**config.mk**
```make
export PLATFORM = sky130hd
export DESIGN_NAME = opgc_rot
export DESIGN_NICKNAME = d
export VERILOG_FILES = /design/src/opgc_pkg.sv /design/src/opgc_rot.sv
export SDC_FILE = /design/constraint.sdc
export NUM_CORES = 1
export LEC_CHECK = 0
export BUFFER_PORTS_ARGS = -buffer_cell sky130_fd_sc_hd__buf_2
export CAP_MARGIN = 20
export CORE_ASPECT_RATIO = 1.2
export CORE_MARGIN = 5
export CORE_UTILIZATION = 45
export CTS_BUF_LIST = sky130_fd_sc_hd__clkbuf_8
export DETAILED_ROUTE_END_ITERATION = 8
export PLACE_DENSITY = 0.75
export REMOVE_ABC_BUFFERS = 1
export SLEW_MARGIN = 15
export SYNTH_ARGS = -nofsm -noshare
export SYNTH_HDL_FRONTEND = slang
export SYNTH_SLANG_ARGS = --single-unit
```
**constraint.sdc**
```tcl
create_clock -name clk -period 16.9 [get_ports clk]
set_clock_uncertainty 0.15 [all_clocks]
set_input_delay 3.38 -clock clk [delete_from_list [all_inputs] [get_ports clk]]
set_output_delay 3.38 -clock clk [all_outputs]
set_load 0.02 [all_outputs]
```
**src/opgc_pkg.sv**
```systemverilog
// Package with widths, constants and the arctangent table for the goal check.
package opgc_pkg;

  localparam int AngleSteps = 16;
  localparam int CordW = 36;
  localparam int AngW = 35;

  localparam logic signed [AngW-1:0] PiQ30 = 35'sd3373259426;
  localparam logic signed [AngW-1:0] HalfPiQ30 = 35'sd1686629713;
  localparam logic signed [AngW:0] TwoPiQ30 = 36'sd6746518852;
  localparam logic signed [CordW-1:0] CordicStart = 36'sd652032874;

  localparam logic [1:0] CfgFrontOffset = 2'd0;
  localparam logic [1:0] CfgPosTol = 2'd1;
  localparam logic [1:0] CfgHeadTol = 2'd2;

  typedef logic signed [CordW-1:0] cord_t;
  typedef logic signed [AngW-1:0] ang_t;

  function automatic ang_t atan_entry(input int i);
    logic [31:0] tab [30];
    tab = '{32'h3243F6A8, 32'h1DAC6705, 32'h0FADBAFC, 32'h07F56EA6, 32'h03FEAB76,
            32'h01FFD55B, 32'h00FFFAAA, 32'h007FFF55, 32'h003FFFEA, 32'h001FFFFD,
            32'h000FFFFF, 32'h0007FFFF, 32'h0003FFFF, 32'h0001FFFF, 32'h0000FFFF,
            32'h00007FFF, 32'h00003FFF, 32'h00001FFF, 32'h00000FFF, 32'h000007FF,
            32'h000003FF, 32'h000001FF, 32'h000000FF, 32'h0000007F, 32'h0000003F,
            32'h0000001F, 32'h0000000F, 32'h00000008, 32'h00000004, 32'h00000002};
    return ang_t'({3'b000, tab[i]});
  endfunction

endpackage

```
**src/opgc_rot.sv**
```systemverilog
// One rotation CORDIC stage: turns the vector by the sign of the residual angle.
module opgc_rot (
  input  logic clk,
  input  opgc_pkg::cord_t x_in,
  input  opgc_pkg::cord_t y_in,
  input  opgc_pkg::ang_t z_in,
  input  logic [4:0] step,
  output opgc_pkg::cord_t x_out,
  output opgc_pkg::cord_t y_out,
  output opgc_pkg::ang_t z_out
);
  import opgc_pkg::*;
  cord_t xs, ys;
  assign xs = x_in >>> step;
  assign ys = y_in >>> step;
  always_ff @(posedge clk) begin
    if (!z_in[AngW-1]) begin
      x_out <= x_in - ys;
      y_out <= y_in + xs;
      z_out <= z_in - atan_entry(int'(step));
    end else begin
      x_out <= x_in + ys;
      y_out <= y_in - xs;
      z_out <= z_in + atan_entry(int'(step));
    end
  end
endmodule

```
==> impl_metrics.env <==
export IMPL_io_buffers=219
export IMPL_powerDensity_nw_per_um2=93.5
export IMPL_hold_end="z_out[0]$_DFF_P_"
export IMPL_worstSetupStartpointType="input port"
export IMPL_synthArstFlopShare=0
export IMPL_initialDrtViolationCount=1491
export IMPL_htreeDepth=3
export IMPL_fin_crit_ns=10.54
export IMPL_synth_enable_flop_cells=0
export IMPL_drive_gt1_frac=0.222
export IMPL_routed_wirelength_um=58200
export IMPL_tns_ns=0
export IMPL_hold_viol=0
export IMPL_finalNonFillerCells=2376
export IMPL_syn_to_final_growth_pct=9.56
export IMPL_synthCells=1767
export IMPL_holdPathStages=2
export IMPL_fp_dieH_um=211
export IMPL_initial_core_util=0.456
export IMPL_grt_max_degree=61
export IMPL_synth_cell_area_um2=15200
export IMPL_grt_first_pass_wirelength_um=87900
export IMPL_ys_flop_type="dfxtp_1"
export IMPL_outcome="finished, final reports clean"
export IMPL_slew_headroom=0.312
export IMPL_ctsResizeCount=0
export IMPL_cts_setup_buffers=0
export IMPL_crit_path_end_kind="flip-flop"
export IMPL_cts_tree="built"
export IMPL_dieArea_um2=37500
export IMPL_routedWlPerCell_um=24.5
export IMPL_finalNetCount=2152
export IMPL_root_buffer="clkbuf_8"
export IMPL_worstMarginPinSlew_ns=1.03
export IMPL_drt_pre_antenna_iters=5
export IMPL_synth_seq_cells=107
export IMPL_place_detailed_hpwl_um=45400
export IMPL_cts_buffers=9
export IMPL_cts_hold_buf=0
export IMPL_slew_violations=0
export IMPL_coreArea_um2=33200
export IMPL_cap_violations=0
export IMPL_placementRows=73
export IMPL_drcViolationCount=0
export IMPL_rsz0062_at_grt="no"
export IMPL_num_vias=15300
export IMPL_drt_vias_per_instance=6.43
export IMPL_track_usage=0.302
export IMPL_cp_required_ns=17.11
export IMPL_p_leak_nw=7.05
export IMPL_gp_congestion=1.02
export IMPL_synth_distinct_cells=94
export IMPL_finalSetupViolations=0
export IMPL_hold_class="in -> reg"
export IMPL_grt_pass1_vias=15300
export IMPL_ys_seq_area_frac=0.141
export IMPL_ant_nets=0
export IMPL_crit_fanout=60
export IMPL_grt_antenna_before_repair=0
export IMPL_ios=220
export IMPL_syn_mean_instance_area_um2=8.59
export IMPL_peakVddDrop_uv=59.7
export IMPL_die_x_um=178
export IMPL_crit_type="in -> reg"
export IMPL_clockBufferDepth=2
export IMPL_path_clk_slew_ns=0.13
export IMPL_max_freq_ghz=0.0948
export IMPL_grt_overflow_total=0
export IMPL_fin_crit_sh=0.624
export IMPL_placed_cells=2359
export IMPL_hp_start="z_in[0]"
export IMPL_cp_arrival_ns=10.75
export IMPL_yosysWarnings=0
export IMPL_cts_sinks=107
[layout make-up]
type / instances / area [um^2]
fillers: 3233 / 16600
multi-input cells: 1519 / 12300
flip-flops and latches: 107 / 2140
repair buffers: 243 / 1290
well taps: 450 / 563
inverters: 40 / 150
clock buffers: 9 / 124
clock inverters: 7 / 58.8
diodes: 1 / 2.50
[cells by family after synthesis]
family | share of synthesized area
adder cells (fa/ha/maj) | 0.0996
buffers and inverters | 0.0491
AND/OR/NAND/NOR | 0.160
flip-flops | 0.141
XOR/XNOR | 0.108
multiplexers | 0.208
AO/OA/AOI/OAI | 0.233
[metal layers]
layer / up-vias / global-route usage / share of wire
met4: 0 / 0.173 / 0.063
met2: 864 / 0.509 / 0.47
met1: 7235 / 0.359 / 0.38
met5: - / 0 / 0
li1: 6992 / - / -
met3: 182 / 0.0566 / 0.082
[cell usage after synthesis (18+ instances only)]
master	n	area (um^2)
ha_1	116	1450
o22ai_1	21	131
a21oi_1	153	766
nor2b_1	18	113
mux2i_1	59	591
clkbuf_1	26	97.6
xnor2_1	126	1100
nand2b_1	23	144
inv_1	38	143
o21a_1	24	180
a211oi_1	21	158
o21ai_0	85	425
nand3_1	27	135
mux4_2	82	1850
nor3_1	28	140
nor2_1	144	541
buf_2	30	150
and2_1	29	181
nand2_1	131	492
buf_1	21	78.8
dfxtp_1	107	2140
xor2_1	62	543
a31oi_1	29	181
a22oi_1	19	143
a21o_1	46	345
mux2_2	44	495
and3_1	21	131
[worst max-delay path, cell delays in order]
cell and delay, ns:
buf_6 0.27, buf_4 0.78, mux4_1 0.70, mux2i_1 0.73, o221ai_1 0.33, nor3_2 0.52, nor4b_4 0.49, a21oi_1 0.15
xor2_1 0.20, ha_1 0.45, and3_1 0.21, nand3_1 0.11, or3_1 0.36, a211oi_1 0.76, o21ai_0 0.34, a211oi_1 0.41
a311o_1 0.28, o31ai_1 0.09, xnor2_1 0.13
[placed cells by master (no fill, tap or decap), drive strengths merged, types with 27 or more instances in the layout]
cell type / n
dfxtp: 107
a21oi: 153
inv: 43
nor3: 32
a31oi: 29
o21ai: 86
buf: 243
xnor2: 126
xor2: 62
mux4: 90
nand2: 132
ha: 116
nand3: 27
and2: 29
a21o: 46
mux2i: 59
nor2: 144
mux2: 45
[stage by stage]
stage          hold slack, ns  total power (W)   util  instance area [um^2]  setup WS (ns)
2_1_floorplan            3.36          0.00106      -                 14600           7.92
3_3_place_gp             3.46          0.00138  0.495                 16400           6.10
3_5_place_dp             3.47          0.00139  0.495                 16400           6.02
4_1_cts                  2.98          0.00156  0.500                 16600           6.50
5_1_grt                  3.02          0.00166  0.500                 16600           6.19
6_report                 3.02          0.00156  0.500                 16600           6.36
[worst max-delay path by stage]
stage	startpoint	endpoint	depth (start not counted)
after floorplan	step[1]	z_out[33]$_DFF_P_	19
after global placement	step[0]	y_out[35]$_DFF_P_	19
after detailed placement	step[0]	y_out[35]$_DFF_P_	19
after CTS	step[0]	y_out[35]$_DFF_P_	19
after global routing	step[0]	y_out[35]$_DFF_P_	19
final	step[0]	y_out[35]$_DFF_P_	19
[power breakdown]
group          switching (W)  internal, W  total [W]
Combinational       0.000616     0.000384    0.00100
Sequential         0.0000272     0.000363   0.000390
Clock               0.000110    0.0000561   0.000166
Total               0.000753     0.000803    0.00156
[sequential cells by signal, summed over array words and instances, names as in the netlist]
name	count
y_out	36
x_out	36
z_out	35
Note: power is estimated with default switching activity, not from simulation.
