<file path="config.mk">
export PLATFORM = sky130hd
export DESIGN_NAME = opgc_vec
export DESIGN_NICKNAME = d
export VERILOG_FILES = /design/src/opgc_pkg.sv /design/src/opgc_vec.sv
export SDC_FILE = /design/constraint.sdc
export NUM_CORES = 1
export LEC_CHECK = 0
export BUFFER_PORTS_ARGS = -buffer_cell sky130_fd_sc_hd__buf_4
export CAP_MARGIN = 10
export CORE_AREA = 5 5 165 167
export CTS_CLUSTER_SIZE = 14
export DETAILED_ROUTE_END_ITERATION = 12
export DIE_AREA = 0 0 170 172
export HOLD_SLACK_MARGIN = 0.06
export MAX_ROUTING_LAYER = met4
export PLACE_DENSITY_LB_ADDON = 0.08
export SYNTH_ARGS = -nofsm -noshare
export SYNTH_HDL_FRONTEND = slang
export SYNTH_SLANG_ARGS = --single-unit
</file>
<file path="constraint.sdc">
create_clock -name clk -period 15.2 [get_ports clk]
set_input_delay 0.76 -clock clk [delete_from_list [all_inputs] [get_ports clk]]
set_output_delay 0.76 -clock clk [all_outputs]
set_load 0.005 [all_outputs]
</file>
<file path="src/opgc_pkg.sv">
// Package with widths, constants and the arctangent table for the goal check.
package opgc_pkg;

  localparam int AngleSteps = 16;
  localparam int CordW = 36;
  localparam int AngW = 35;

  localparam logic signed [AngW-1:0] PiQ30 = 35'sd3373259426;
  localparam logic signed [AngW-1:0] HalfPiQ30 = 35'sd1686629713;
  localparam logic signed [AngW:0] TwoPiQ30 = 36'sd6746518852;
  localparam logic signed [CordW-1:0] CordicStart = 36'sd652032874;

  localparam logic [1:0] CfgFrontOffset = 2'd0;
  localparam logic [1:0] CfgPosTol = 2'd1;
  localparam logic [1:0] CfgHeadTol = 2'd2;

  typedef logic signed [CordW-1:0] cord_t;
  typedef logic signed [AngW-1:0] ang_t;

  function automatic ang_t atan_entry(input int i);
    logic [31:0] tab [30];
    tab = '{32'h3243F6A8, 32'h1DAC6705, 32'h0FADBAFC, 32'h07F56EA6, 32'h03FEAB76,
            32'h01FFD55B, 32'h00FFFAAA, 32'h007FFF55, 32'h003FFFEA, 32'h001FFFFD,
            32'h000FFFFF, 32'h0007FFFF, 32'h0003FFFF, 32'h0001FFFF, 32'h0000FFFF,
            32'h00007FFF, 32'h00003FFF, 32'h00001FFF, 32'h00000FFF, 32'h000007FF,
            32'h000003FF, 32'h000001FF, 32'h000000FF, 32'h0000007F, 32'h0000003F,
            32'h0000001F, 32'h0000000F, 32'h00000008, 32'h00000004, 32'h00000002};
    return ang_t'({3'b000, tab[i]});
  endfunction

endpackage

</file>
<file path="src/opgc_vec.sv">
// One vectoring CORDIC stage: rotates toward the x axis and accumulates angle.
module opgc_vec (
  input  logic clk,
  input  opgc_pkg::cord_t x_in,
  input  opgc_pkg::cord_t y_in,
  input  opgc_pkg::ang_t z_in,
  input  logic [4:0] step,
  output opgc_pkg::cord_t x_out,
  output opgc_pkg::cord_t y_out,
  output opgc_pkg::ang_t z_out
);
  import opgc_pkg::*;
  cord_t xs, ys;
  assign xs = x_in >>> step;
  assign ys = y_in >>> step;
  always_ff @(posedge clk) begin
    if (!y_in[CordW-1]) begin
      x_out <= x_in + ys;
      y_out <= y_in - xs;
      z_out <= z_in + atan_entry(int'(step));
    end else begin
      x_out <= x_in - ys;
      y_out <= y_in + xs;
      z_out <= z_in - atan_entry(int'(step));
    end
  end
endmodule

</file>
==> implementation parameters, run 1 <==
Parameter                              Value

Timing
  Count of final hold-check violations    0
  Final worst-path setup slack    7.98 ns
  Setup TNS    0 ns
  Share of the clock period used by the worst path    0.475
  Count of pins over their slew limit    0
  Worst-Margin Slew    1.07 ns
  Minimum hold slack    0.623 ns
  Slew margin rel.    0.289
  Final-report setup violation count    0
  Highest clock frequency the design can meet    139 MHz
  Shortest clock period the worst path allows after layout    7.22 ns
  Setup repair after global routing missed its margin    false

Critical path
  Capturing element type of the critical path    register
  Crit Path Class    primary input to register
  Buf+Inv Stages, Crit Path    2
  Worst-path cell chain    buf_4, buf_4, mux4_4, a22oi_1, nor2_1, a211oi_1, ha_1, and3_1, a31oi_1, xnor2_1, ha_1, a2111o_1, a311oi_1, nor4_1, a221o_1, o21ai_0, nor4_1, a211oi_1, a211oi_1, a31oi_1, xnor2_1
  Family with the most delay on the worst path    compound AO/OA/AOI/OAI gates
  Biggest fanout along the worst timing path    50
  Data required time of the critical path    15.51 ns
  Top cell by count, worst path    sky130_fd_sc_hd__a211oi_1
  Maximum cell stage delay along the critical path    0.64 ns
  Data arrival at the endpoint of the critical path    7.53 ns
  Startpoint class of the critical path    primary input
  Critical Path Slowest Stage Cell    sky130_fd_sc_hd__mux4_4

Pwr
  PD cells    100 mW/mm2
  VDD IR max    0.0741 mV
  Cell leakage power    7.19 nW
  Total power draw    1.69 mW

Drt
  Number of vias per cell    6.87
  Number of iterations in the first detailed-routing pass    8
  Vias    15.1k
  Post-detailed-route DRC marker count    0
  Total length of routed wires    51.5 mm
  Final ANT Viol Nets    0
  Violation count after the first detailed-route iteration    1940
  WL/cell    23.4 um

Layout
  Share of layout cells above drive strength 1    0.214
  Final instance area    0.0169 mm2
  Antenna cell count    0
  Syn-to-layout area delta    12.4%
  Final layout net count    2093

Synthesis
  Fraction of registers with async set or reset after synthesis    0
  Flip-flop and latch count after synthesis    107
  Synth Warn #    0
  Post-synthesis average cell area    8.73 um2
  Most area-hungry cell type in the Yosys netlist    sky130_fd_sc_hd__dfxtp_1
  Fraction of post-synthesis cell area in the top cell type by area    0.143
  Number of enable flip-flop cells after synthesis    0
  Most frequently used flop master after synthesis    sky130_fd_sc_hd__dfxtp_1
  Number of distinct library cells after synthesis    98
  Synthesized Nets    1952
  Synth area leaders    sky130_fd_sc_hd__dfxtp_1 (14%), sky130_fd_sc_hd__mux4_2 (13%), sky130_fd_sc_hd__ha_1 (9.7%)
  Combined area of all synthesized cells    0.0150 mm2
  Post-synthesis cell count    1720
  Sequential cell area fraction in the yosys report    0.143

CTS
  Post-CTS Setup Repair Bufs    0
  Number of levels in the clock H-tree    3
  CTS-repair resized insts    0
  TritonCTS clock tree    done
  Clock slew seen by the registers of the worst setup and hold paths    0.09 ns
  Num CTS Buffers    9
  Largest buffer count on any clock path    2
  Hold bufs inserted after CTS    0
  Root Buffer Master    sky130_fd_sc_hd__clkbuf_16
  Sinks on Clock Net    107

Placed design
  Detailed-placement wirelength estimate    39.4 mm
  Setup Slack @ Placement    7.78 ns
  Weighted congestion at the end of routability-driven global placement    1.08
  Port Buffer Count    219
  Total placed instance area    0.0166 mm2

Global routing
  Pin count of the biggest net entering global routing    89
  Number of antenna violations at the first check in global routing    0
  First-pass GRT wire length    78.8 mm
  Via count of the first global-routing pass    14.1k
  Total Routing Usage GR    0.348
  Final global-route overflow total    0

Job
  Max-cap viol count    0

Floorplan
  Width of the die    170 um
  Core Box Area    0.0256 mm2
  Initial Util    0.586
  Die Area    0.0292 mm2
  Chip Height    172 um
  Number of primary I/O pins    220
  Floorplan row count    59

Outcome
  Run status    finished, final reports clean

Min path
  Min-delay worst type    primary input to register
[metrics by stage]
| step | instances | utilization |
|---|---|---|
| global placement | 2185 | 0.647 |
| finish | 2201 | 0.659 |
| CTS | 2201 | 0.659 |
| global route | 2201 | 0.659 |
| detailed placement | 2185 | 0.647 |
| floorplan | 1720 | - |
[power by group]
group	total, mW	internal, mW	switching [mW]
Combinational	1.00	0.478	0.526
Clock	0.256	0.121	0.135
Sequential	0.431	0.399	0.0320
Total	1.69	0.998	0.692
[sequential cells by signal, summed over array words and instances (netlist names)]
register,cells
x_out,36
y_out,36
z_out,35
[per-layer routing]
metal,part of all wire,global-route usage,wire [um],vias up
li1,-,-,-,6836
met1,0.39,0.442,20100,7153
met2,0.46,0.559,23700,962
met3,0.11,0.0636,5480,164
met4,0.043,0.129,2230,0
met5,0,-,0,-
[cells by family after synthesis]
group | count (synthesis) | share of synthesized area
AOI/OAI and AO/OA | 528 | 0.235
xor gates and xnor gates | 179 | 0.104
adders and majority gates | 119 | 0.101
buffers and inverters | 145 | 0.0501
DFF | 107 | 0.143
muxes | 202 | 0.221
and+or+nand+nor | 440 | 0.146
[cells in the mapped netlist, types with 18 or more instances]
cell                       instances
sky130_fd_sc_hd__nor2_1          137
sky130_fd_sc_hd__o21a_1           32
sky130_fd_sc_hd__nand3_1          30
sky130_fd_sc_hd__mux2i_1          72
sky130_fd_sc_hd__xor2_1           52
sky130_fd_sc_hd__nor3_1           29
sky130_fd_sc_hd__a21o_1           48
sky130_fd_sc_hd__nand2_1         115
sky130_fd_sc_hd__mux4_2           88
sky130_fd_sc_hd__a31oi_1          36
sky130_fd_sc_hd__o22ai_1          23
sky130_fd_sc_hd__clkbuf_1         40
sky130_fd_sc_hd__a211oi_1         21
sky130_fd_sc_hd__dfxtp_1         107
sky130_fd_sc_hd__o21ai_0          82
sky130_fd_sc_hd__ha_1            116
sky130_fd_sc_hd__and2_1           20
sky130_fd_sc_hd__xnor2_1         127
sky130_fd_sc_hd__inv_1            43
sky130_fd_sc_hd__mux2_2           28
sky130_fd_sc_hd__nand2b_1         18
sky130_fd_sc_hd__a21oi_1         133
[cells in the final DEF (no fill, tap or decap), drive strengths merged, types with 8 or more instances in the layout]
cell,netlist,layout
nand4,11,11
o211ai,14,14
ha,116,116
nor4,14,14
mux2i,73,73
o22ai,23,23
nand3,33,33
xor2,52,52
o31a,9,9
buf,57,227
nor2b,17,17
o311ai,8,8
and2,20,20
a21o,48,48
a31oi,36,36
nor3,33,33
inv,46,50
o21a,32,32
and4,9,9
dfxtp,107,107
nor2,138,138
a21oi,135,135
o21bai,14,14
xnor2,127,127
nand2,115,115
mux2,32,32
a211oi,21,21
o21ai,89,89
and3,14,14
clkbuf,40,10
nand2b,18,18
mux4,97,97
a22oi,10,10
[final cells by class]
cell class	count	area, um2
Inverter	48	180
Clock inverter	6	62.6
Tap cell	335	419
Multi-Input combinational cell	1468	12100
Clock buffer	10	239
Timing Repair Buffer	227	1710
Fill cell	2190	8740
Sequential cell	107	2140
[path summary, 6_finish.rpt]
path,start,endpoint,slack [ns],cells after the start
setup / recovery,step[1],y_out[35],7.98,21
hold / removal,y_in[0],y_out[0],0.62,2
Power figures use the tool's default switching activity.
==> run 2: changes to the inputs <==
Settings changed: ABC_AREA set to 1, CORE_AREA 5 5 165 167 to 5 5 175 177, DIE_AREA 0 0 170 172 to 0 0 180 182.
Clock period 15.2 ns to 6.4 ns, I/O delays scaled along.
==> run 2 against run 1 <==
- sequential share of layout area shrank 0.33 points
- largest power group unchanged
- count of clock-buffer cells in the layout unchanged
- combinational power is 140% higher
- worst setup slack worse by 7.1 ns
- synthesized cell count increased by 53%
- via count up 22%
- power increased by 140%
- sequential power rose by 140%
- clock power increased by 130%
- sequential cell count is the same
- area after synthesis up 2.6%
- non-clock buffer count increased by 5
- critical path type unchanged
==> implementation parameters, run 2 <==
Parameter                              Value

Floorplan
  Die Area    0.0328 mm2 (+12%)
  Floorplan row count    63 (+6.8%)
  Core Box Area    0.0291 mm2 (+14%)
  Initial Util    0.530 (-0.0564)
  Chip Height    182 um (+5.8%)
  Width of the die    180 um (+5.9%)
  Number of primary I/O pins    220 (unchanged)

Pwr
  Switching power    1.77 mW (+160%)
  Logic gate share of total power    0.597 (+0.003)
  VDD IR max    0.188 mV (+150%)
  Internal power of the cells    2.20 mW (+120%)
  Total power draw    3.98 mW (+140%)
  PD cells    230 mW/mm2 (+130%)
  Clock share of power    0.146 (-0.005)
  Cell leakage power    9.07 nW (+26%)
  Switching share of power    0.446 (+0.0365)
  Power share of the sequential group    0.257 (+0.002)

Placed design
  Weighted congestion at the end of routability-driven global placement    1.04 (-3.2%)
  Port Buffer Count    219 (unchanged)
  Total placed instance area    0.0170 mm2 (+2.8%)
  Detailed-placement wirelength estimate    46.6 mm (+18%)

Layout
  Number of fillers in the final layout    2952 (+35%)
  Final instance area    0.0173 mm2 (+2.7%)
  Final layout net count    3012 (+44%)
  Most common cell after layout, fill and taps aside    sky130_fd_sc_hd__nand2_1
  Largest registers    x_out: 36 flops, y_out: 36 flops, z_out: 35 flops
  Commonest cells after routing, fill and taps aside    sky130_fd_sc_hd__nand2_1 (836), sky130_fd_sc_hd__nand3_1 (401), sky130_fd_sc_hd__buf_4 (232), sky130_fd_sc_hd__inv_1 (223), sky130_fd_sc_hd__nor2_1 (200)
  Syn-to-layout area delta    12.5% (about the same)
  Share of layout cells above drive strength 1    0.121 (-0.0937)

Global routing
  Pin count of the biggest net entering global routing    83 (-6.7%)
  Number of antenna violations at the first check in global routing    0 (unchanged)
  First-pass GRT wire length    87.1 mm (+11%)
  Via count of the first global-routing pass    16.7k (+19%)
  Final global-route overflow total    0 (unchanged)
  Total Routing Usage GR    0.334 (-0.0143)

Synthesis
  Post-synthesis average cell area    5.86 um2 (-33%)
  Sequential cell area fraction in the yosys report    0.139 (-0.00365)
  Most frequently used flop master after synthesis    sky130_fd_sc_hd__dfxtp_1
  Combined area of all synthesized cells    0.0154 mm2 (+2.6%)
  Number of enable flip-flop cells after synthesis    0 (unchanged)
  Most area-hungry cell type in the Yosys netlist    sky130_fd_sc_hd__nand2_1
  Number of distinct library cells after synthesis    56 (-43%)
  Flip-flop and latch count after synthesis    107 (unchanged)
  Synthesized Nets    2861 (+47%)
  Fraction of registers with async set or reset after synthesis    0 (unchanged)
  Fraction of post-synthesis cell area in the top cell type by area    0.204 (+0.0610)
  Top post-synthesis cells by count    sky130_fd_sc_hd__nand2_1 (836), sky130_fd_sc_hd__nand3_1 (401), sky130_fd_sc_hd__inv_1 (223)
  Synth area leaders    sky130_fd_sc_hd__nand2_1 (20%), sky130_fd_sc_hd__dfxtp_1 (14%), sky130_fd_sc_hd__nand3_1 (13%)
  Synth Warn #    0 (unchanged)
  Most frequent cell after synthesis    sky130_fd_sc_hd__nand2_1
  Post-synthesis cell count    2629 (+53%)

CTS
  Largest buffer count on any clock path    2 (unchanged)
  CTS-repair resized insts    0 (unchanged)
  Hold bufs inserted after CTS    0 (unchanged)
  Sinks on Clock Net    107 (unchanged)
  TritonCTS clock tree    done
  Num CTS Buffers    9 (unchanged)
  Clock slew seen by the registers of the worst setup and hold paths    0.09 ns (about the same)
  Post-CTS Setup Repair Bufs    0 (unchanged)
  Root Buffer Master    sky130_fd_sc_hd__clkbuf_16
  Number of levels in the clock H-tree    3 (unchanged)

Critical path
  Critical Path Slowest Stage Cell    sky130_fd_sc_hd__nor4_1
  Data required time of the critical path    6.69 ns (-8.82 ns)
  Crit Path Class    primary input to register
  Data arrival at the endpoint of the critical path    5.83 ns (-1.70 ns)
  Top cell by count, worst path    sky130_fd_sc_hd__nand2_1
  Capturing element type of the critical path    register
  Maximum cell stage delay along the critical path    0.92 ns (+0.28 ns)
  Startpoint class of the critical path    primary input
  Biggest fanout along the worst timing path    40 (-20%)
  Worst-path cell chain    buf_4, inv_4, buf_4, nand3_1, nand3_1, nand2_1, nand2_1, nand2_1, nand2_1, ha_1, nand3_1, nor2_2, nor2_1, xor2_1, ha_1, nand2_1, nor4_1, a21oi_1, o31ai_1, a21oi_1, xnor2_1

Timing
  Setup TNS    0 ns (unchanged)
  Highest clock frequency the design can meet    181 MHz
  Final-report setup violation count    0 (unchanged)
  Count of pins over their slew limit    0 (unchanged)
  Share of the clock period used by the worst path    0.865
  Count of final hold-check violations    0 (unchanged)
  Worst-Margin Slew    1.05 ns (-0.0141 ns)
  Slew margin rel.    0.292 (+0.00294)
  Setup repair after global routing missed its margin    false
  Minimum hold slack    0.205 ns (-0.418 ns)
  Shortest clock period the worst path allows after layout    5.54 ns

Drt
  Vias    18.5k (+22%)
  Violation count after the first detailed-route iteration    2150 (+11%)
  Number of iterations in the first detailed-routing pass    7 (-1)
  Post-detailed-route DRC marker count    0 (unchanged)
  WL/cell    17.7 um (-24%)
  Total length of routed wires    56.3 mm (+9.4%)
  Number of vias per cell    5.81 (-15%)
  Final ANT Viol Nets    0 (unchanged)

Min path
  Min-delay worst type    primary input to register

Outcome
  Run status    finished, final reports clean

Job
  Max-cap viol count    0 (unchanged)
[run 2: metal layers]
| metal | up-vias | track usage | share of wire |
|---|---|---|---|
| met3 | 139 | 0.0465 | 0.089 |
| met4 | 0 | 0.123 | 0.045 |
| met5 | - | - | 0 |
| li1 | 9004 | - | - |
| met1 | 8344 | 0.429 | 0.42 |
| met2 | 967 | 0.536 | 0.45 |
[run 2: logic make-up (layout without fill, tap and decap cells)]
group           Yosys count  count (layout)  synth area share
simple gates           1543            1543             0.431
compound gates          360             360             0.138
buf+inv                 336             492            0.0987
xor+xnor                164             164            0.0957
fa+ha+maj               119             119            0.0981
flops                   107             107             0.139
other cells               0               1                 0
[run 2: path summary, 6_finish.rpt]
| path | startpoint | end | depth (start not counted) |
|---|---|---|---|
| hold / removal | y_in[0] | y_out[0] | 2 |
| setup / recovery | step[1] | x_out[25] | 21 |
[run 2: power groups by stage]
stage                     clock network [mW]  logic, mW  registers [mW]
final                                  0.580       2.37            1.02
after global routing                   0.615       2.60            1.05
after global placement                     0       2.33            1.04
after floorplan                            0       1.39            1.08
after detailed placement                   0       2.33            1.04
after CTS                              0.587       2.35            1.03
[run 2: area by class of cell]
class	count	area, um2	share of cell area
Antenna cell	1	2.50	0.000144
Sequential cell	107	2140	0.124
Clock buffer	10	229	0.0132
Timing Repair Buffer	232	1740	0.101
Inverter	244	921	0.0532
Clock inverter	6	56.3	0.00325
Multi-Input combinational cell	2186	11700	0.678
Tap cell	390	488	0.0282
[run 2: worst max-delay path: cells and delay by family]
family	cells	cell delay (ns)
and+or+nand+nor	11	2.10
AOI/OAI and AO/OA	3	1.29
buffers and inverters	3	1.06
adders and majority gates	2	0.58
xor gates and xnor gates	2	0.43
[run 2: per-stage QoR]
stage,setup WS [ns],util,instances
3_3_place_gp,1.03,0.586,3159
3_5_place_dp,1.03,0.586,3159
4_1_cts,1.39,0.595,3175
5_1_grt,0.819,0.595,3175
6_report,0.861,0.595,3176
2_1_floorplan,2.31,-,2629
